### src/rtl/cbst_pkg.sv
// Shared types, codes and lookup functions for the context bank shadow tracker.
// Depends on nothing; every other file of the block imports it.
package cbst_pkg;

  // Queue between the decode front and the execute back.
  localparam int unsigned QueueDepth = 2;

  // Context word: low page bits, bit 0 forces a load.
  localparam logic [31:0] PageMask      = 32'h0000_1FFF;
  // Descriptor bits allowed on the first range and on the later ones.
  localparam logic [31:0] FirstDescMask = 32'h0107_FFFF;
  localparam logic [31:0] LaterDescMask = 32'h0007_FFFF;
  localparam int unsigned DescEnableBit = 24;

  // Register windows of the three banks.
  localparam logic [31:0] Win0Base = 32'h0000_4000;
  localparam logic [31:0] Win0End  = 32'h0000_4800;
  localparam logic [31:0] Win1Base = 32'h0000_4800;
  localparam logic [31:0] Win1End  = 32'h0000_48C0;
  localparam logic [31:0] Win2Base = 32'h0000_2000;
  localparam logic [31:0] Win2End  = 32'h0000_2400;

  // Bank types carried in the descriptor.
  localparam logic [2:0] TypeBank0 = 3'd0;
  localparam logic [2:0] TypeBank1 = 3'd1;
  localparam logic [2:0] TypeBank2 = 3'd4;

  // Item modes.
  localparam logic [1:0] ModeHeader = 2'd0;
  localparam logic [1:0] ModeRange  = 2'd1;
  localparam logic [1:0] ModeShadow = 2'd2;

  typedef enum logic [1:0] {
    ACT_NONE   = 2'd0,
    ACT_COPY   = 2'd1,
    ACT_SHADOW = 2'd2,
    ACT_ERROR  = 2'd3
  } action_e;

  typedef enum logic [1:0] {
    ERR_NONE    = 2'd0,
    ERR_LENGTH  = 2'd1,
    ERR_ADDRESS = 2'd2,
    ERR_RANGE   = 2'd3
  } error_e;

  typedef enum logic [1:0] {
    KIND_NONE   = 2'd0,
    KIND_HEADER = 2'd1,
    KIND_RANGE  = 2'd2,
    KIND_SHADOW = 2'd3
  } kind_e;

  typedef struct packed {
    logic [1:0]  mode;
    logic [15:0] payload_words;
    logic [31:0] context_word;
    logic [31:0] descriptor;
    logic [31:0] range_count;
    logic [31:0] shadow_index;
    logic [31:0] write_data;
  } in_item_t;

  typedef struct packed {
    action_e     action;
    logic [15:0] register_index;
    logic [31:0] memory_address;
    logic [11:0] word_count;
    logic [31:0] memory_data;
    error_e      error_code;
    logic        packet_done;
  } out_item_t;

  // Decoded item handed from front to back.
  typedef struct packed {
    kind_e       kind;
    // header
    logic        len_ok;
    logic [14:0] ranges;
    logic [31:0] ctx;
    // range
    logic [2:0]  rtype;
    logic        type_ok;
    logic        enable;
    logic        bad_first;
    logic        bad_later;
    logic        range_ok;
    logic        nonzero;
    logic [15:0] reg_index;
    logic [17:0] off_x4;
    logic [11:0] count;
    // shadow write
    logic        sh_hit;
    logic [1:0]  sh_slot;
    logic [12:0] sh_off_x4;
    logic [31:0] data;
  } op_t;

  function automatic logic [1:0] slot_of(input logic [2:0] t);
    logic [1:0] s;
    s = (t == TypeBank2) ? 2'd2 : ((t == TypeBank1) ? 2'd1 : 2'd0);
    return s;
  endfunction

  function automatic logic [15:0] window_of(input logic [2:0] t);
    logic [15:0] w;
    w = (t == TypeBank2) ? Win2Base[15:0] : ((t == TypeBank1) ? Win1Base[15:0] : Win0Base[15:0]);
    return w;
  endfunction

  function automatic logic [11:0] limit_of(input logic [2:0] t);
    logic [11:0] l;
    l = (t == TypeBank2) ? 12'd1024 : ((t == TypeBank1) ? 12'd192 : 12'd2048);
    return l;
  endfunction

endpackage

### src/rtl/gpu_context_bank_shadow_tracker.sv
// Top level of the context bank shadow tracker: decode front, queue, execute back.
// Depends on cbst_pkg, cbst_front, cbst_queue and cbst_back.
//
//   Channel | Direction | Handshake                    | Beat
//   in      | input     | in_valid_i / in_stall_o      | cbst_pkg::in_item_t
//   out     | output    | out_valid_o / out_stall_i    | cbst_pkg::out_item_t
//
// One item per cycle sustained while out_stall_i stays low; each item gives exactly one result beat.
// After its item is accepted, a result passes the queue and then the output register.
// The queue holds QueueDepth decoded items, so input keeps flowing while a
// result waits; in_stall_o rises only when the queue is full.
// Reset clears all bank and packet state at once; no clearing pass.
module gpu_context_bank_shadow_tracker #(
  parameter int unsigned QueueDepth = cbst_pkg::QueueDepth
) (
  input  logic                clk_i,
  input  logic                rst_ni,
  input  logic                in_valid_i,
  output logic                in_stall_o,
  input  cbst_pkg::in_item_t  in_item_i,
  output logic                out_valid_o,
  input  logic                out_stall_i,
  output cbst_pkg::out_item_t out_item_o
);
  import cbst_pkg::*;

  op_t  dec_op;
  op_t  head_op;
  logic q_full;
  logic q_valid;
  logic q_pop;

  assign in_stall_o = q_full;

  cbst_front u_front (
    .item_i (in_item_i),
    .op_o   (dec_op)
  );

  cbst_queue #(
    .Depth (QueueDepth)
  ) u_queue (
    .clk_i     (clk_i),
    .rst_ni    (rst_ni),
    .push_i    (in_valid_i),
    .push_op_i (dec_op),
    .full_o    (q_full),
    .pop_i     (q_pop),
    .valid_o   (q_valid),
    .head_o    (head_op)
  );

  cbst_back u_back (
    .clk_i       (clk_i),
    .rst_ni      (rst_ni),
    .op_valid_i  (q_valid),
    .op_i        (head_op),
    .op_pop_o    (q_pop),
    .out_valid_o (out_valid_o),
    .out_stall_i (out_stall_i),
    .out_item_o  (out_item_o)
  );

endmodule

### src/rtl/cbst_front.sv
// Decode front: classifies one input beat and precomputes its checks and offsets.
// Depends on cbst_pkg.
module cbst_front (
  input  cbst_pkg::in_item_t item_i,
  output cbst_pkg::op_t      op_o
);
  import cbst_pkg::*;

  logic [2:0]  t;
  logic [15:0] offset;
  logic [15:0] limit16;
  logic [31:0] sidx;
  logic [10:0] sh_off;

  always_comb begin
    t       = item_i.descriptor[18:16];
    offset  = item_i.descriptor[15:0];
    limit16 = {4'b0, limit_of(t)};
    sidx    = item_i.shadow_index;
    op_o    = '0;

    // Classify by mode
    case (item_i.mode)
      ModeHeader: op_o.kind = KIND_HEADER;
      ModeRange:  op_o.kind = KIND_RANGE;
      ModeShadow: op_o.kind = KIND_SHADOW;
      default:    op_o.kind = KIND_NONE;
    endcase

    // Header: odd length of at least three words
    op_o.len_ok = (item_i.payload_words >= 16'd3) && item_i.payload_words[0];
    op_o.ranges = item_i.payload_words[15:1];
    op_o.ctx    = item_i.context_word;

    // Range: checks that need only the descriptor and count
    op_o.rtype     = t;
    op_o.type_ok   = (t == TypeBank0) || (t == TypeBank1) || (t == TypeBank2);
    op_o.enable    = item_i.descriptor[DescEnableBit];
    op_o.bad_first = (item_i.descriptor & ~FirstDescMask) != '0;
    op_o.bad_later = (item_i.descriptor & ~LaterDescMask) != '0;
    op_o.range_ok  = (offset <= limit16) &&
                     (item_i.range_count <= {16'b0, limit16 - offset});
    op_o.nonzero   = item_i.range_count != '0;
    op_o.reg_index = window_of(t) + offset;
    op_o.off_x4    = {offset, 2'b00};
    op_o.count     = item_i.range_count[11:0];

    // Shadow write: find the window and the word offset in it
    sh_off = '0;
    if (sidx >= Win0Base && sidx < Win0End) begin
      op_o.sh_hit  = 1'b1;
      op_o.sh_slot = 2'd0;
      sh_off       = sidx[10:0] - Win0Base[10:0];
    end else if (sidx >= Win1Base && sidx < Win1End) begin
      op_o.sh_hit  = 1'b1;
      op_o.sh_slot = 2'd1;
      sh_off       = sidx[10:0] - Win1Base[10:0];
    end else if (sidx >= Win2Base && sidx < Win2End) begin
      op_o.sh_hit  = 1'b1;
      op_o.sh_slot = 2'd2;
      sh_off       = sidx[10:0] - Win2Base[10:0];
    end
    op_o.sh_off_x4 = {sh_off, 2'b00};
    op_o.data      = item_i.write_data;
  end

endmodule

### src/rtl/cbst_queue.sv
// Short FIFO of decoded items between the front and the back.
// Depends on cbst_pkg for the item type.
module cbst_queue #(
  parameter int unsigned Depth = cbst_pkg::QueueDepth
) (
  input  logic          clk_i,
  input  logic          rst_ni,
  input  logic          push_i,
  input  cbst_pkg::op_t push_op_i,
  output logic          full_o,
  input  logic          pop_i,
  output logic          valid_o,
  output cbst_pkg::op_t head_o
);
  import cbst_pkg::*;

  localparam int unsigned PtrW = (Depth > 1) ? $clog2(Depth) : 1;
  localparam int unsigned CntW = $clog2(Depth + 1);

  op_t             store_q [Depth];
  logic [PtrW-1:0] wr_ptr_q, wr_ptr_d;
  logic [PtrW-1:0] rd_ptr_q, rd_ptr_d;
  logic [CntW-1:0] cnt_q, cnt_d;
  logic            do_push, do_pop;

  assign full_o  = cnt_q == CntW'(Depth);
  assign valid_o = cnt_q != '0;
  assign head_o  = store_q[rd_ptr_q];
  assign do_push = push_i && !full_o;
  assign do_pop  = pop_i && valid_o;

  // Advance pointers and fill count
  always_comb begin
    wr_ptr_d = wr_ptr_q;
    rd_ptr_d = rd_ptr_q;
    cnt_d    = cnt_q;
    if (do_push) begin
      wr_ptr_d = (wr_ptr_q == PtrW'(Depth - 1)) ? '0 : wr_ptr_q + 1'b1;
    end
    if (do_pop) begin
      rd_ptr_d = (rd_ptr_q == PtrW'(Depth - 1)) ? '0 : rd_ptr_q + 1'b1;
    end
    if (do_push && !do_pop) begin
      cnt_d = cnt_q + 1'b1;
    end else if (do_pop && !do_push) begin
      cnt_d = cnt_q - 1'b1;
    end
  end

  always_ff @(posedge clk_i or negedge rst_ni) begin
    if (!rst_ni) begin
      wr_ptr_q <= '0;
      rd_ptr_q <= '0;
      cnt_q    <= '0;
    end else begin
      wr_ptr_q <= wr_ptr_d;
      rd_ptr_q <= rd_ptr_d;
      cnt_q    <= cnt_d;
    end
  end

  // Store the pushed beat
  always_ff @(posedge clk_i) begin
    if (do_push) begin
      store_q[wr_ptr_q] <= push_op_i;
    end
  end

endmodule

### src/rtl/cbst_back.sv
// Execute back: keeps bank and packet state, builds one result per item
// and holds it in the output register. Depends on cbst_pkg.
module cbst_back (
  input  logic                clk_i,
  input  logic                rst_ni,
  input  logic                op_valid_i,
  input  cbst_pkg::op_t       op_i,
  output logic                op_pop_o,
  output logic                out_valid_o,
  input  logic                out_stall_i,
  output cbst_pkg::out_item_t out_item_o
);
  import cbst_pkg::*;

  logic [18:0] bank_base_q [3];
  logic [2:0]  bank_en_q;
  logic [31:0] held_ctx_q, held_ctx_d;
  logic [14:0] left_q, left_d;
  logic [2:0]  ptype_q, ptype_d;
  logic        penable_q, penable_d;
  logic        pload_q, pload_d;
  logic        failed_q, failed_d;
  logic        first_q, first_d;
  logic        upd;
  logic [1:0]  upd_slot;

  logic        out_valid_q;
  out_item_t   out_q;
  out_item_t   res;

  logic        pop;
  logic [1:0]  sel;
  logic [18:0] sel_base;
  logic        sel_en;
  logic [31:0] physical;
  logic [2:0]  ptype_eff;
  logic        load_eff;
  logic        enable_eff;

  assign pop         = op_valid_i && (!out_valid_q || !out_stall_i);
  assign op_pop_o    = pop;
  assign out_valid_o = out_valid_q;
  assign out_item_o  = out_q;
  assign physical    = {held_ctx_q[31:13], 13'b0};

  // Execute one decoded item against the state
  always_comb begin
    res        = '0;
    held_ctx_d = held_ctx_q;
    left_d     = left_q;
    ptype_d    = ptype_q;
    penable_d  = penable_q;
    pload_d    = pload_q;
    failed_d   = failed_q;
    first_d    = first_q;
    upd        = 1'b0;
    upd_slot   = slot_of(ptype_q);
    sel        = (op_i.kind == KIND_RANGE) ? slot_of(op_i.rtype) : op_i.sh_slot;
    sel_base   = bank_base_q[sel];
    sel_en     = bank_en_q[sel];
    ptype_eff  = first_q ? op_i.rtype : ptype_q;
    enable_eff = first_q ? op_i.enable : penable_q;
    load_eff   = first_q ? (held_ctx_q[0] || !sel_en || sel_base != held_ctx_q[31:13])
                         : pload_q;

    if (pop) begin
      case (op_i.kind)
        KIND_HEADER: begin
          if (!op_i.len_ok) begin
            res.action     = ACT_ERROR;
            res.error_code = ERR_LENGTH;
            failed_d       = 1'b1;
            left_d         = '0;
            first_d        = 1'b0;
          end else begin
            held_ctx_d = op_i.ctx;
            left_d     = op_i.ranges;
            first_d    = 1'b1;
            failed_d   = 1'b0;
          end
        end
        KIND_RANGE: begin
          if (left_q == '0) begin
            // Stray range: drop silently after a failed packet
            if (!failed_q) begin
              res.action     = ACT_ERROR;
              res.error_code = ERR_RANGE;
              failed_d       = 1'b1;
            end
          end else if (first_q && (held_ctx_q[12:1] != '0 || op_i.bad_first ||
                                   !op_i.type_ok)) begin
            res.action     = ACT_ERROR;
            res.error_code = ERR_ADDRESS;
            failed_d       = 1'b1;
            left_d         = '0;
            first_d        = 1'b0;
          end else begin
            if (first_q) begin
              ptype_d   = op_i.rtype;
              penable_d = op_i.enable;
              pload_d   = load_eff;
              first_d   = 1'b0;
            end
            if ((!first_q && op_i.bad_later) || op_i.rtype != ptype_eff ||
                !op_i.range_ok) begin
              res.action     = ACT_ERROR;
              res.error_code = ERR_RANGE;
              failed_d       = 1'b1;
              left_d         = '0;
              first_d        = 1'b0;
            end else begin
              if (op_i.nonzero && load_eff) begin
                res.action         = ACT_COPY;
                res.register_index = op_i.reg_index;
                res.memory_address = physical + {14'b0, op_i.off_x4};
                res.word_count     = op_i.count;
              end
              left_d = left_q - 1'b1;
              // Last range: commit the bank
              if (left_q == 15'd1) begin
                upd             = 1'b1;
                upd_slot        = slot_of(ptype_eff);
                res.packet_done = 1'b1;
              end
            end
          end
        end
        KIND_SHADOW: begin
          if (op_i.sh_hit && sel_en) begin
            res.action         = ACT_SHADOW;
            res.memory_address = {sel_base, 13'b0} + {19'b0, op_i.sh_off_x4};
            res.memory_data    = op_i.data;
          end
        end
        default: begin
        end
      endcase
    end
  end

  // Packet and bank state
  always_ff @(posedge clk_i or negedge rst_ni) begin
    if (!rst_ni) begin
      held_ctx_q <= '0;
      left_q     <= '0;
      ptype_q    <= '0;
      penable_q  <= 1'b0;
      pload_q    <= 1'b0;
      failed_q   <= 1'b0;
      first_q    <= 1'b0;
      bank_en_q  <= '0;
      for (int i = 0; i < 3; i++) begin
        bank_base_q[i] <= '0;
      end
    end else begin
      held_ctx_q <= held_ctx_d;
      left_q     <= left_d;
      ptype_q    <= ptype_d;
      penable_q  <= penable_d;
      pload_q    <= pload_d;
      failed_q   <= failed_d;
      first_q    <= first_d;
      if (upd) begin
        bank_base_q[upd_slot] <= held_ctx_q[31:13];
        bank_en_q[upd_slot]   <= enable_eff;
      end
    end
  end

  // Output register: load on pop, drop when taken
  always_ff @(posedge clk_i or negedge rst_ni) begin
    if (!rst_ni) begin
      out_valid_q <= 1'b0;
    end else if (pop) begin
      out_valid_q <= 1'b1;
    end else if (!out_stall_i) begin
      out_valid_q <= 1'b0;
    end
  end

  always_ff @(posedge clk_i) begin
    if (pop) begin
      out_q <= res;
    end
  end

endmodule

### config.mk
export PLATFORM = sky130hd
export DESIGN_NAME = gpu_context_bank_shadow_tracker
export DESIGN_NICKNAME = d
export VERILOG_FILES = /design/src/rtl/cbst_pkg.sv /design/src/rtl/gpu_context_bank_shadow_tracker.sv /design/src/rtl/cbst_front.sv /design/src/rtl/cbst_queue.sv /design/src/rtl/cbst_back.sv
export SDC_FILE = /design/constraint.sdc
export NUM_CORES = 1
export LEC_CHECK = 0
export BUFFER_PORTS_ARGS = -buffer_cell sky130_fd_sc_hd__buf_2
export CAP_MARGIN = 20
export CELL_PAD_IN_SITES_DETAIL_PLACEMENT = 1
export CELL_PAD_IN_SITES_GLOBAL_PLACEMENT = 2
export CORE_MARGIN = 1
export CORE_UTILIZATION = 36
export DETAILED_ROUTE_END_ITERATION = 12
export GPL_ROUTABILITY_DRIVEN = 0
export PLACE_DENSITY_LB_ADDON = 0.1
export SETUP_SLACK_MARGIN = 0.15
export SYNTH_ARGS = -nofsm -noshare
export SYNTH_HDL_FRONTEND = slang
export SYNTH_SLANG_ARGS = --single-unit
### constraint.sdc
create_clock -name clk_i -period 6.9 [get_ports clk_i]
set_input_delay 1.035 -clock clk_i [delete_from_list [all_inputs] [get_ports clk_i]]
set_output_delay 1.035 -clock clk_i [all_outputs]
set_load 0.1 [all_outputs]
==> metrics <==
outcome finished clean; worst setup margin 1.63 ns; minimum clock period 5.27 ns; chip width 250 µm; Area contributors post-synth edfxtp_1 (50%), dfrtp_1 (13%), mux2i_1 (6.2%), mux2_2 (3.4%), ha_1 (2.1%); DRT Pass-1 Iters 5; HPWL Detailed 43400 µm; design area 26200 µm²; syn avg cell area 13.2 µm²; area grow syn2layout 18.4%; Setup CP Type reg -> reg; pin count of the biggest net entering global routing 139; post-layout util 43.3%; uppermost layer routed met5; Max-cap violations 0; fin. max-slew vios 0; CTS tree built; post-synth cell types 86; Final nets 2155; CTS sink count 490; sequential area share after synthesis 63.8%; Most used DFF post-synth edfxtp_1; post_cts resized 0; Core ar. 60600 µm²; crit end category flop; Initial Util 36.5%; layout cells sized above 1 24.5%; Synth top area share 50.3%; gr ovfl total 0; Netlist Area Pre-Place 22100 µm²; met2 WL 31000 µm; Peak VDD IR 0.257 mV; most frequent cells in the layout edfxtp_1 (371), buf_2 (277), mux2i_1 (136); Final Instance Count excl. Fillers 2767; power density over cell area 458 nW/µm²; Final Hold Fails 0; Post-synth EDFFs 371; H-tree Lvls 2; CTS buffer count 55; synthesized instance count 1671; Final Skew 0.0183 ns; area leader, netlist edfxtp_1; FP Rows 90; setup_tns 0 ns; most common cell after layout, fill and taps aside edfxtp_1; initial antenna violation count 9; Worst-path clk slew 0.06 ns; Placed Cells 2659; pre-CTS setup slack 1.65 ns; hold_buf cts 0; asr flop ratio synth 24.3%; wl on met1 28300 µm; HP Class in -> async; die area 62500 µm²; Worst Max-Slew Pin Slew 1.12 ns; RSZ-0062 raised after global routing no; DR WL met3 2450 µm; critical path launch point type flop; DR WL/cell 22.9 µm; DRT Wirelength 63400 µm; die height 250 µm; Arr. time, crit path 5.61 ns; Port Buffers 278; Seq cells post-synth 490; worst-path maximum fanout 56; GRT Total Usage 20.4%; Vias/cell 5.38; 1st-iter DRT viols 764; DRC viols 0; via count 14900; I/O pin total 281; Req. time, crit path 7.23 ns; Final period util 76.4%; first-pass GRT wire length 97200 µm; Max Root-Sink Buffers 3; Setup Fix Bufs, Post-CTS 0; achievable clock frequency 0.190 GHz; P_leak 0.0103 µW; final setup vio count 0; post-route ant nets 0; Worst slew margin 25.0%; DP Area 24300 µm²; Yosys warnings 0; clk root buf clkbuf_16; vias in the first global route 15700; Worst-Skew Late Latency 0.63 ns
==> state kept, by name, indices dropped and copies added, names as in the netlist <==
name	cells
u_back.held_ctx_q	32
u_back.first_q	1
u_back.left_q	15
u_back.ptype_q	3
u_back.bank_base_q	57
u_queue.rd_ptr_q	1
u_back.bank_en_q	3
u_back.pload_q	1
u_back.out_valid_o	1
u_queue.store_q	276
u_queue.cnt_q	2
u_back.out_item_o	95
u_back.failed_q	1
u_back.penable_q	1
u_queue.wr_ptr_q	1
==> synth_stat cells (all sizes together), types with 21 or more instances <==
master / count
nor3: 48
clkbuf: 55
nand2: 91
o21ai: 92
nand3: 35
xnor2: 32
buf: 41
edfxtp: 371
mux2: 66
nor2: 110
ha: 37
a21oi: 70
nor4: 26
dfrtp: 119
inv: 47
o41ai: 21
a211oi: 36
mux2i: 138
==> cell type report <==
class | count | area (µm²)
Sequential cell | 490 | 14100
Tap cell | 782 | 978
Fill cell | 6250 | 34400
Clock buffer | 70 | 1500
Clock inverter | 34 | 362
Multi-Input combinational cell | 1038 | 7440
Antenna cell | 3 | 7.51
Inverter | 48 | 183
Timing Repair Buffer | 302 | 1620
==> critical path, stage by stage (launching register included) <==
cell and delay [ns]:
dfrtp_4 0.54, buf_4 0.82, mux2i_2 0.60, o211a_1 0.75, o21ai_1 0.29, a221oi_1 0.35
a31oi_1 0.11, or4_4 0.56, a2111oi_4 0.34, buf_4 0.42, a211oi_1 0.17
==> cells by family after synthesis <==
kind of cell               synth area share [%]
AOI/OAI and AO/OA                          10.4
xor gates and xnor gates                   1.82
adders and majority gates                  2.27
buffers and inverters                      2.91
DFF                                        63.8
muxes                                      9.63
other                                    0.0169
and+or+nand+nor                            9.11
==> report_power, final <==
group          switching, µW  internal (µW)
Sequential               428           4030
Clock                   1240           1770
Combinational           3470           1070
Total                   5140           6880
==> path summary, 6_finish.rpt <==
| kind | start | to | slack (ns) | cells after the start |
|---|---|---|---|---|
| hold / removal | rst_ni | u_back.held_ctx_q[30] | 0.47 | 1 |
| setup reg to reg | u_queue.rd_ptr_q | u_back.out_item_o[41] | 1.63 | 10 |
| hold reg to reg | u_back.out_valid_o | u_back.out_valid_o | 0.49 | 2 |
| min in group clk_i | u_back.out_valid_o | u_back.out_valid_o | 0.49 | 2 |
| max in group asynchronous | rst_ni | u_back.bank_base_q[54] | 4.96 | 2 |
| setup / recovery | u_queue.rd_ptr_q | u_back.out_item_o[41] | 1.63 | 10 |
==> stage by stage <==
step	total power, µW	hold slack [ns]
finish	12000	0.470
global route	12600	0.509
CTS	12200	0.484
detailed placement	9110	0.479
global placement	9040	0.468
floorplan	7890	0.441
==> per-layer routing <==
metal | up-vias | track usage, %
met5 | - | 0
met4 | 8 | 6.40
met3 | 96 | 3.75
li1 | 6903 | -
met2 | 292 | 34.0
met1 | 7582 | 26.8
(Power assumes the default switching activity.)
